--- config.mk ---
export PLATFORM = sky130hd
export DESIGN_NAME = tcw_controller
export DESIGN_NICKNAME = d
export VERILOG_FILES = /design/src/hdl/tcw_pkg.sv /design/src/hdl/tcw_controller.sv
export VERILOG_INCLUDE_DIRS = /design/src /design/src/hdl
export SDC_FILE = /design/constraint.sdc
export NUM_CORES = 1
export LEC_CHECK = 0
export BUFFER_PORTS_ARGS = -buffer_cell sky130_fd_sc_hd__buf_4
export CORE_AREA = 2 2 39 41
export DETAILED_ROUTE_END_ITERATION = 8
export DIE_AREA = 0 0 41 43
export SLEW_MARGIN = 10
export SYNTH_ARGS = -nofsm -noshare
export SYNTH_HDL_FRONTEND = slang
export SYNTH_SLANG_ARGS = --single-unit
--- constraint.sdc ---
create_clock -name clock -period 2.18 [get_ports clock]
set_clock_uncertainty 0.1 [all_clocks]
set_input_delay 0.327 -clock clock [delete_from_list [all_inputs] [get_ports clock]]
set_output_delay 0.327 -clock clock [all_outputs]
set_load 0.005 [all_outputs]
--- src/hdl/text_console_writer_core_defines.svh ---
// Assertion macros shared by the text console writer modules
`ifndef TEXT_CONSOLE_WRITER_CORE_DEFINES_SVH
`define TEXT_CONSOLE_WRITER_CORE_DEFINES_SVH
`ifndef SYNTH
`define TCW_ASSERT_IMP(lbl, clk, rst, ante, cons) \
   lbl: assert property (@(posedge clk) disable iff (rst) (ante) |-> (cons)) \
      else $error("text console writer check failed");
`define TCW_ASSERT_NEXT(lbl, clk, rst, ante, cons) \
   lbl: assert property (@(posedge clk) disable iff (rst) (ante) |=> (cons)) \
      else $error("text console writer check failed");
`else
`define TCW_ASSERT_IMP(lbl, clk, rst, ante, cons)
`define TCW_ASSERT_NEXT(lbl, clk, rst, ante, cons)
`endif
`endif

--- src/hdl/tcw_pkg.sv ---
// Types, constants and codes of the text console writer
package tcw_pkg;

   localparam int COLUMNS  = 80;
   localparam int ROWS     = 25;
   localparam int TAB_STEP = 4;

   localparam int CELL_COUNT   = COLUMNS * ROWS;
   localparam int COPY_CELLS   = COLUMNS * (ROWS - 1);
   localparam int SCROLL_POS   = COLUMNS * (ROWS - 1);
   localparam int CELL_AW      = $clog2(CELL_COUNT);
   localparam int CNT_W        = $clog2(CELL_COUNT + 1);

   localparam int OP_W     = 2;
   localparam int CHAR_W   = 8;
   localparam int ADDR_W   = 11;
   localparam int CELL_W   = 16;
   localparam int CURSOR_W = 11;
   localparam int LINE_W   = 5;
   localparam int COLOR_W  = 4;
   localparam int CSR_IDX_W = 1;

   localparam logic [OP_W-1:0] OP_PUT   = 2'd0;
   localparam logic [OP_W-1:0] OP_READ  = 2'd1;
   localparam logic [OP_W-1:0] OP_CLEAR = 2'd2;

   localparam logic [CHAR_W-1:0] CH_NEWLINE = 8'd10;
   localparam logic [CHAR_W-1:0] CH_TAB     = 8'd9;

   localparam logic [CSR_IDX_W-1:0] CSR_FORE_COLOR = 1'd0;
   localparam logic [CSR_IDX_W-1:0] CSR_BACK_COLOR = 1'd1;

   localparam logic [COLOR_W-1:0] FORE_RESET = 4'd15;
   localparam logic [COLOR_W-1:0] BACK_RESET = 4'd0;
   localparam logic [CELL_W-1:0]  BLANK_RESET = {BACK_RESET, FORE_RESET, 8'd0};

   typedef struct packed {
      logic [OP_W-1:0]   op;
      logic [CHAR_W-1:0] char_code;
      logic [ADDR_W-1:0] cell_address;
   } tcw_req_type;

   typedef struct packed {
      logic [CELL_W-1:0]   cell_data;
      logic [CURSOR_W-1:0] cursor_pos;
      logic [LINE_W-1:0]   line_number;
      logic                overflow;
   } tcw_rsp_type;

   typedef enum logic [3:0] {
      ACT_NONE,
      ACT_PUT,
      ACT_TAB,
      ACT_NEWLINE,
      ACT_READ,
      ACT_NOP,
      ACT_CLEAR_START,
      ACT_SCROLL_START,
      ACT_FILL,
      ACT_SCROLL
   } tcw_act_type;

   typedef struct packed {
      tcw_act_type act;
      logic        fill_reset;
   } tcw_cmd_type;

   typedef struct packed {
      logic fill_last;
      logic scroll_last;
      logic at_last_line;
   } tcw_sts_type;

endpackage

--- src/hdl/tcw_controller.sv ---
// Operation sequencer: handshakes, decode and sweep control
`include "text_console_writer_core_defines.svh"

module tcw_controller (
   input  logic                 clock,
   input  logic                 reset,
   input  logic                 req_valid,
   output logic                 req_stall,
   input  tcw_pkg::tcw_req_type req_data,
   output logic                 rsp_valid,
   input  logic                 rsp_stall,
   input  tcw_pkg::tcw_sts_type sts,
   output tcw_pkg::tcw_cmd_type cmd
);
   import tcw_pkg::*;

   typedef enum logic [1:0] {
      S_INIT,
      S_IDLE,
      S_FILL,
      S_SCROLL
   } state_type;

   state_type state_ff, state_in;
   logic      rsp_valid_ff, rsp_valid_in;
   logic      rsp_set;
   logic      req_accept;

   assign req_stall  = (state_ff != S_IDLE) || (rsp_valid_ff && rsp_stall);
   assign req_accept = req_valid && !req_stall;
   assign rsp_valid  = rsp_valid_ff;

   always_comb begin
      state_in       = state_ff;
      rsp_set        = 1'b0;
      cmd.act        = ACT_NONE;
      cmd.fill_reset = 1'b0;
      unique case (state_ff)
         S_INIT: begin
            cmd.act        = ACT_FILL;
            cmd.fill_reset = 1'b1;
            if (sts.fill_last) begin
               state_in = S_IDLE;
            end
         end
         S_IDLE: begin
            if (req_accept) begin
               unique case (req_data.op)
                  OP_PUT: begin
                     if (req_data.char_code == CH_NEWLINE) begin
                        if (sts.at_last_line) begin
                           cmd.act  = ACT_SCROLL_START;
                           state_in = S_SCROLL;
                        end else begin
                           cmd.act = ACT_NEWLINE;
                           rsp_set = 1'b1;
                        end
                     end else if (req_data.char_code == CH_TAB) begin
                        cmd.act = ACT_TAB;
                        rsp_set = 1'b1;
                     end else begin
                        cmd.act = ACT_PUT;
                        rsp_set = 1'b1;
                     end
                  end
                  OP_READ: begin
                     cmd.act = ACT_READ;
                     rsp_set = 1'b1;
                  end
                  OP_CLEAR: begin
                     cmd.act  = ACT_CLEAR_START;
                     state_in = S_FILL;
                  end
                  default: begin
                     cmd.act = ACT_NOP;
                     rsp_set = 1'b1;
                  end
               endcase
            end
         end
         S_FILL: begin
            cmd.act = ACT_FILL;
            if (sts.fill_last) begin
               state_in = S_IDLE;
               rsp_set  = 1'b1;
            end
         end
         S_SCROLL: begin
            cmd.act = ACT_SCROLL;
            if (sts.scroll_last) begin
               state_in = S_IDLE;
               rsp_set  = 1'b1;
            end
         end
         default: begin
            state_in = S_IDLE;
         end
      endcase
   end

   always_comb begin
      rsp_valid_in = rsp_valid_ff;
      if (rsp_set) begin
         rsp_valid_in = 1'b1;
      end else if (rsp_valid_ff && !rsp_stall) begin
         // drop once the beat is taken
         rsp_valid_in = 1'b0;
      end
   end

   always_ff @(posedge clock) begin
      if (reset) begin
         state_ff     <= S_INIT;
         rsp_valid_ff <= 1'b0;
      end else begin
         state_ff     <= state_in;
         rsp_valid_ff <= rsp_valid_in;
      end
   end

   `TCW_ASSERT_IMP(a_busy_no_rsp, clock, reset, state_ff != S_IDLE, !rsp_valid_ff)
   `TCW_ASSERT_NEXT(a_clear_to_fill, clock, reset,
                    req_accept && req_data.op == OP_CLEAR, state_ff == S_FILL)
   `TCW_ASSERT_NEXT(a_scroll_done, clock, reset,
                    state_ff == S_SCROLL && sts.scroll_last,
                    rsp_valid_ff && state_ff == S_IDLE)

endmodule

==> summary.md, run 1 <==
| Metric | Value |
|---|---|
| Outcome | `finished clean` |
| Number of resized instances in the post-cts repair step | `0` |
| Switching power as a share of total power | `about 28%` |
| Synthesis warning total | `0` |
| Min cycle time layout | `1.97 ns` |
| Required time of the critical path | `roughly 1.8 ns` |
| RSZ-0062 raised after global routing | `false` |
| ANT nets after route | `0` |
| Biggest fanout along the worst timing path | `5` |
| Leakage component of the power | `between 0.0002 and 0.0003 uW` |
| Sw power | `around 70 uW` |
| Vert. Die Dim | `about 43 um` |
| Library cell appearing most often on the critical path | `buf_4` |
| Synthesized instance count | `44` |
| Category of the worst setup path capture point | `primary output` |
| Initial core utilization | `a little over a quarter` |
| Count of H-tree levels built during CTS | `1` |
| Synth Area per Inst | `8.39 um2` |
| Number of port buffers | `23` |
| Final Cycle Share | `90.2%` |
| Number of buffers between clock root and the deepest sink | `2` |
| Die span in x | `41 um` |
| Placeable core region | `between 1000 and 1500 um2` |
| Commonest non-fill, non-tap cell in the layout | `buf_4` |
| Initial drt markers | `4` |
| Number of global-route vias before repair | `about 370` |
| Placed insts | `83` |
| Post-layout nets | `103` |
| Max Clock Freq | `about 510 MHz` |
| CTS clk-pin slew, worst paths | `0.04 ns` |
| Number of violations of the max-capacitance limit | `0` |
| Detailed Route WL | `834 um` |
| Sum of negative setup slack | `0 ns` |
| Final Power | `249 uW` |
| Number of antenna violations at the first check in global routing | `0` |
| Global-route wire length before repair | `between 1 and 1.5 mm` |
| Number of distinct library cell variants in the gate-level netlist after synthesis | `29` |
| Die Footprint | `1760 um2` |
| Layout area overhead | `59.3%` |
| Worst Hold Path EP | `rsp_valid` |
| RD Place Congestion | `0.724` |
| FF-to-FF path depth | `5` |
| # setup viols final | `0` |
| Placement-stage worst setup slack | `approximately 0.21 ns` |
| Post-DR wirelength/cell | `about 9.6 um` |
| Flop and latch count out of synthesis | `3` |
| Hold Fails Final Rpt | `0` |
| Net Count, Synth | `between 70 and 80` |
| Data arrival time of the critical path | `around 1.5 ns` |
| Path type of the worst min-delay path | `in2reg` |
| Clock tree from TritonCTS | `done` |
| HPWL after detailed placement | `708 um` |
| Post-cts hold buffer count | `0` |
| Portion of the post-synthesis area used by sequential elements | `16.3%` |
| Slowest Stage Delay on Critical Path | `0.24 ns` |
| Boundary pin count | `35` |
| Worst-margin pin slew | `~0.3 ns` |
| DRC violation count after routing | `0` |
| Maximum number of pins on one net before global-route repair | `8` |
| Clock root buffer | `clkbuf_4` |
| Startpoint of the tightest hold check path | `reset` |
| Row cnt | `14` |
| Capture point of the worst reg-to-reg path | `state_ff[1]` |
| Number of detailed-routing iterations run before antenna repair | `3` |
| Total power density per cell area | `approximately 420 nW/um2` |
| Number of CTS-inserted buffers | `3` |
| Routed via count | `~410` |
| Fraction of final layout cells with drive strength greater than 1 | `around 42%` |
| Sequential cell fraction of total power | `between 20% and 30%` |
| Post-route non-filler standard cell count | `between 80 and 90` |
| N_diodes | `0` |
| Clock network fraction of total power | `between 40 and 50%` |
| Remaining global-route overflow | `0` |
| Slowest-stage cell, CP | `ha_1` |
| Fraction of power consumed by combinational cells | `34.1%` |
| Critical register-to-register path startpoint | `state_ff[1]` |
| List of cells traversed by the critical path | `buf_4 > inv_1 > ha_1 > and3b_1 > and4_2 > o31a_1 > buf_4` |
| PnR worst setup slack | `0.214 ns` |
| Int Power | `between 150 and 200 uW` |
| Post-CTS setup buffers | `0` |
| Synth Cell Area | `369 um2` |
| Number of clock sinks | `3` |
| Critical setup path kind | `in2out` |
| Global-route total usage across every layer | `10.7%` |
| Maximum resistive drop on vdd | `about 130 uV` |
| Clock insertion delay at the later pin of the skew report | `between 0.2 and 0.25 ns` |
| Relative slew slack | `about 80%` |
| Via-to-Cell Ratio | `between 4 and 5` |
| R2R setup slack | `0.55 ns` |
| Critical path startpoint category | `primary input` |
| Final Slew Violations | `0` |
| Hold Path Stages | `2` |
[final cells by class]
| cell class | count | area (um2) |
|---|---|---|
| Clock buffer | 4 | 26.3 |
| Tap cell | 16 | 20.0 |
| Inverter | 3 | 11.3 |
| Fill cell | 153 | 796 |
| Sequential cell | 3 | 60.1 |
| Multi-Input combinational cell | 38 | 298 |
| Timing Repair Buffer | 23 | 173 |
[cells in the mapped netlist (all sizes together)]
cell type	instances	share of area [%]
a21boi	1	2.0
dfxtp	3	16
nand3	2	4.1
o31a	1	2.4
xor2	1	2.4
ha	3	10
o21ai	1	1.4
a31oi	2	3.4
or3b	1	2.4
and2	1	1.7
inv	3	3.1
nor4bb	1	2.7
and4	1	2.7
and3	1	1.7
mux2	1	3.1
nor2b	3	5.1
nor2	3	3.1
a311oi	2	6.4
a32o	1	2.7
a21oi	1	1.4
nand2	3	3.1
and2b	1	2.0
nor4	1	5.8
nand4	1	1.7
nand3b	1	2.0
nand2b	3	5.1
and3b	1	2.4
[registers in the layout (all words and copies together), names as in the netlist]
signal,flops
state_ff,2
rsp_valid,1
[power by group through the flow]
stage	combinational, uW	clock [uW]	sequential, uW
2_1_floorplan	38.5	0	64.1
3_3_place_gp	84.9	0	65.3
3_5_place_dp	85.9	0	65.1
4_1_cts	86.2	104	64.3
5_1_grt	95.2	111	65.4
6_report	85.0	99.8	64.3
[cells by family (layout without fill, tap and decap cells)]
logic type	after synthesis	after routing	synth area share (%)
buffers and inverters	3	30	3.05
muxes	1	1	3.05
adders and majority gates	3	3	10.2
AOI/OAI and AO/OA	9	9	19.7
and+or+nand+nor	24	24	45.4
DFF	3	3	16.3
xor gates and xnor gates	1	1	2.37
[per-layer routing]
metal	track usage, %	vias to the layer above	share of wire, %
met5	0	-	0
li1	-	218	-
met1	12.7	178	43
met4	6.00	0	2.0
met3	1.57	2	8.0
met2	17.2	16	47
[worst max-delay path by stage]
stage | start | end | slack [ns] | cells past startpoint
finish | req_data[19] | cmd[3] | 0.21 | 7
global route | state_ff[0] | cmd[2] | 0.15 | 4
CTS | req_data[19] | cmd[3] | 0.21 | 7
detailed placement | req_data[19] | cmd[3] | 0.21 | 7
global placement | req_data[19] | cmd[3] | 0.22 | 7
floorplan | req_data[19] | state_ff[1] | 0.46 | 6
[through the flow]
stage / instance area, um2 / hold WS, ns / utilization (%)
2_1_floorplan: 369 / 0.296 / -
3_3_place_gp: 562 / 0.417 / 40.6
3_5_place_dp: 562 / 0.419 / 40.6
4_1_cts: 588 / 0.164 / 42.5
5_1_grt: 588 / 0.186 / 42.5
6_report: 588 / 0.171 / 42.5
[critical path: cells and delay by family]
kind | cells | cell delay [ns]
AO/OA/AOI/OAI | 1 | 0.24
AND/OR/NAND/NOR | 2 | 0.46
adder cells (fa/ha/maj) | 1 | 0.24
buffers and inverters | 3 | 0.28
(Power assumes the default switching activity.)
==> inputs of run 2 (changes only) <==
GPL_TIMING_DRIVEN = 0   (was not set)
PLACE_DENSITY_LB_ADDON = 0.05   (was not set)
==> run 2 against run 1 <==
Core utilization unchanged. Flip-flop and latch count unchanged. Total power down 1.1%. Sequential power up 0.8%. Die area unchanged. Final area unchanged. Critical endpoint unchanged. Largest cell class unchanged. Worst setup slack worse by 0.0072 ns. Register-to-register slack worse by 0.03 ns. Non-clock buffer count unchanged. Routed wire length up 7.0%.
==> summary.md, run 2 (synthesized netlist as in run 1, its figures left out) <==
| Metric | Value |
|---|---|
| Outcome | `finished clean` |
| Fraction of final layout cells with drive strength greater than 1 | `42.3% (unchanged)` |
| Number of resized instances in the post-cts repair step | `0 (unchanged)` |
| DRC violation count after routing | `0 (unchanged)` |
| Top register by number of flip-flops | `state_ff` |
| Global-route total usage across every layer | `11.7% (+1.0 points)` |
| Number of antenna violations at the first check in global routing | `0 (unchanged)` |
| Max Clock Freq | `507 MHz (-0.37%)` |
| Worst-margin pin slew | `0.298 ns (-0.00318 ns)` |
| Maximum number of pins on one net before global-route repair | `8 (unchanged)` |
| Die Footprint | `1760 um2 (unchanged)` |
| Count of H-tree levels built during CTS | `1 (unchanged)` |
| FF-to-FF path depth | `5 (unchanged)` |
| Maximum resistive drop on vdd | `208 uV (+66%)` |
| Routed via count | `407 (-1.7%)` |
| ANT nets after route | `0 (unchanged)` |
| Number of clock sinks | `3 (unchanged)` |
| Die span in x | `41 um (unchanged)` |
| Number of port buffers | `23 (unchanged)` |
| HPWL after detailed placement | `771 um (+8.9%)` |
| Hold Fails Final Rpt | `0 (unchanged)` |
| Initial drt markers | `6 (+2)` |
| List of cells traversed by the critical path | `buf_4 > inv_1 > ha_1 > and3b_1 > and4_2 > o31a_1 > buf_4` |
| Final Cycle Share | `90.5% (+0.33 points)` |
| Boundary pin count | `35 (unchanged)` |
| Slowest-stage cell, CP | `ha_1` |
| Hold Path Stages | `2 (unchanged)` |
| Leakage component of the power | `0.000270 uW (unchanged)` |
| Library cell appearing most often on the critical path | `buf_4` |
| Remaining global-route overflow | `0 (unchanged)` |
| Via-to-Cell Ratio | `4.68 (-1.7%)` |
| Path type of the worst min-delay path | `in2reg` |
| Detailed Route WL | `892 um (+7.0%)` |
| PnR worst setup slack | `0.207 ns (-0.00721 ns)` |
| RSZ-0062 raised after global routing | `false` |
| Layout area overhead | `59.3% (unchanged)` |
| Placement-stage worst setup slack | `0.195 ns (-0.0177 ns)` |
| Min cycle time layout | `1.97 ns (+0.00721 ns)` |
| Row cnt | `14 (unchanged)` |
| Final Slew Violations | `0 (unchanged)` |
| Number of global-route vias before repair | `366 (unchanged)` |
| Number of detailed-routing iterations run before antenna repair | `4 (+1)` |
| Clock insertion delay at the later pin of the skew report | `0.23 ns (about the same)` |
| RD Place Congestion | `0.601 (-17%)` |
| Commonest non-fill, non-tap cell in the layout | `buf_4` |
| Largest register FFs | `2 (unchanged)` |
| Clock root buffer | `clkbuf_4` |
| Critical setup path kind | `in2out` |
| Biggest fanout along the worst timing path | `5 (unchanged)` |
| Number of buffers between clock root and the deepest sink | `2 (unchanged)` |
| N_diodes | `0 (unchanged)` |
| CTS clk-pin slew, worst paths | `0.04 ns (about the same)` |
| Number of CTS-inserted buffers | `3 (unchanged)` |
| Total power density per cell area | `419 nW/um2 (-1.1%)` |
| Placeable core region | `1380 um2 (unchanged)` |
| Relative slew slack | `80.0% (+0.21 points)` |
| Clock tree from TritonCTS | `done` |
| Post-CTS setup buffers | `0 (unchanged)` |
| Slowest Stage Delay on Critical Path | `0.24 ns (about the same)` |
| Data arrival time of the critical path | `1.55 ns (about the same)` |
| Required time of the critical path | `1.75 ns (about the same)` |
| Global-route wire length before repair | `1.44 mm (+7.8%)` |
| Number of violations of the max-capacitance limit | `0 (unchanged)` |
| # setup viols final | `0 (unchanged)` |
| Initial core utilization | `26.7% (unchanged)` |
| Post-layout nets | `103 (unchanged)` |
| Critical path startpoint category | `primary input` |
| Category of the worst setup path capture point | `primary output` |
| Vert. Die Dim | `43 um (unchanged)` |
| Post-DR wirelength/cell | `10.3 um (+7.0%)` |
| Post-cts hold buffer count | `0 (unchanged)` |
| Sum of negative setup slack | `0 ns (unchanged)` |
## run 2: worst paths after layout
| kind | startpoint | to | slack, ns |
|---|---|---|---|
| worst max-delay path | req_data[19] | cmd[3] | 0.21 |
| worst min-delay path | reset | rsp_valid | 0.18 |
| worst max register to register | state_ff[1] | state_ff[1] | 0.52 |
| worst min register to register | rsp_valid | rsp_valid | 0.44 |
## run 2: layout make-up
class / instances / area, um2
clock buffer: 4 / 26.3
fill: 158 / 796
inverter: 3 / 11.3
multi-input combinational: 38 / 298
sequential: 3 / 60.1
tap: 16 / 20.0
timing repair buffer: 23 / 173
## run 2: through the flow
step                hold WS (ns)  instance area, um2  utilization, %  total power, uW  cells
floorplan                  0.296                 369               -              103     44
global placement           0.419                 562            40.6              152     83
detailed placement         0.419                 562            40.6              152     83
CTS                        0.171                 588            42.5              253     87
global route               0.171                 588            42.5              268     87
finish                     0.178                 588            42.5              246     87
## run 2: where the power goes
part           internal (uW)  total [uW]  switching (uW)  leakage (uW)
clock                   68.5        96.3            27.8     0.0000150
sequential              59.4        64.8            5.34     0.0000247
combinational           50.6        85.2            34.6      0.000230
## run 2: critical path, delay by kind of cell
family                   cells  cell delay [ns]
adder cells (fa/ha/maj)      1             0.24
AO/OA/AOI/OAI                1             0.23
buffers and inverters        3             0.27
AND/OR/NAND/NOR              2             0.47
## run 2: per-layer routing
layer,vias up,share of wire (%),GRT usage (%)
met4,0,0,2.00
met5,-,0,0
met2,17,46,17.2
met3,0,8.1,4.71
li1,218,-,-
met1,172,46,15.9
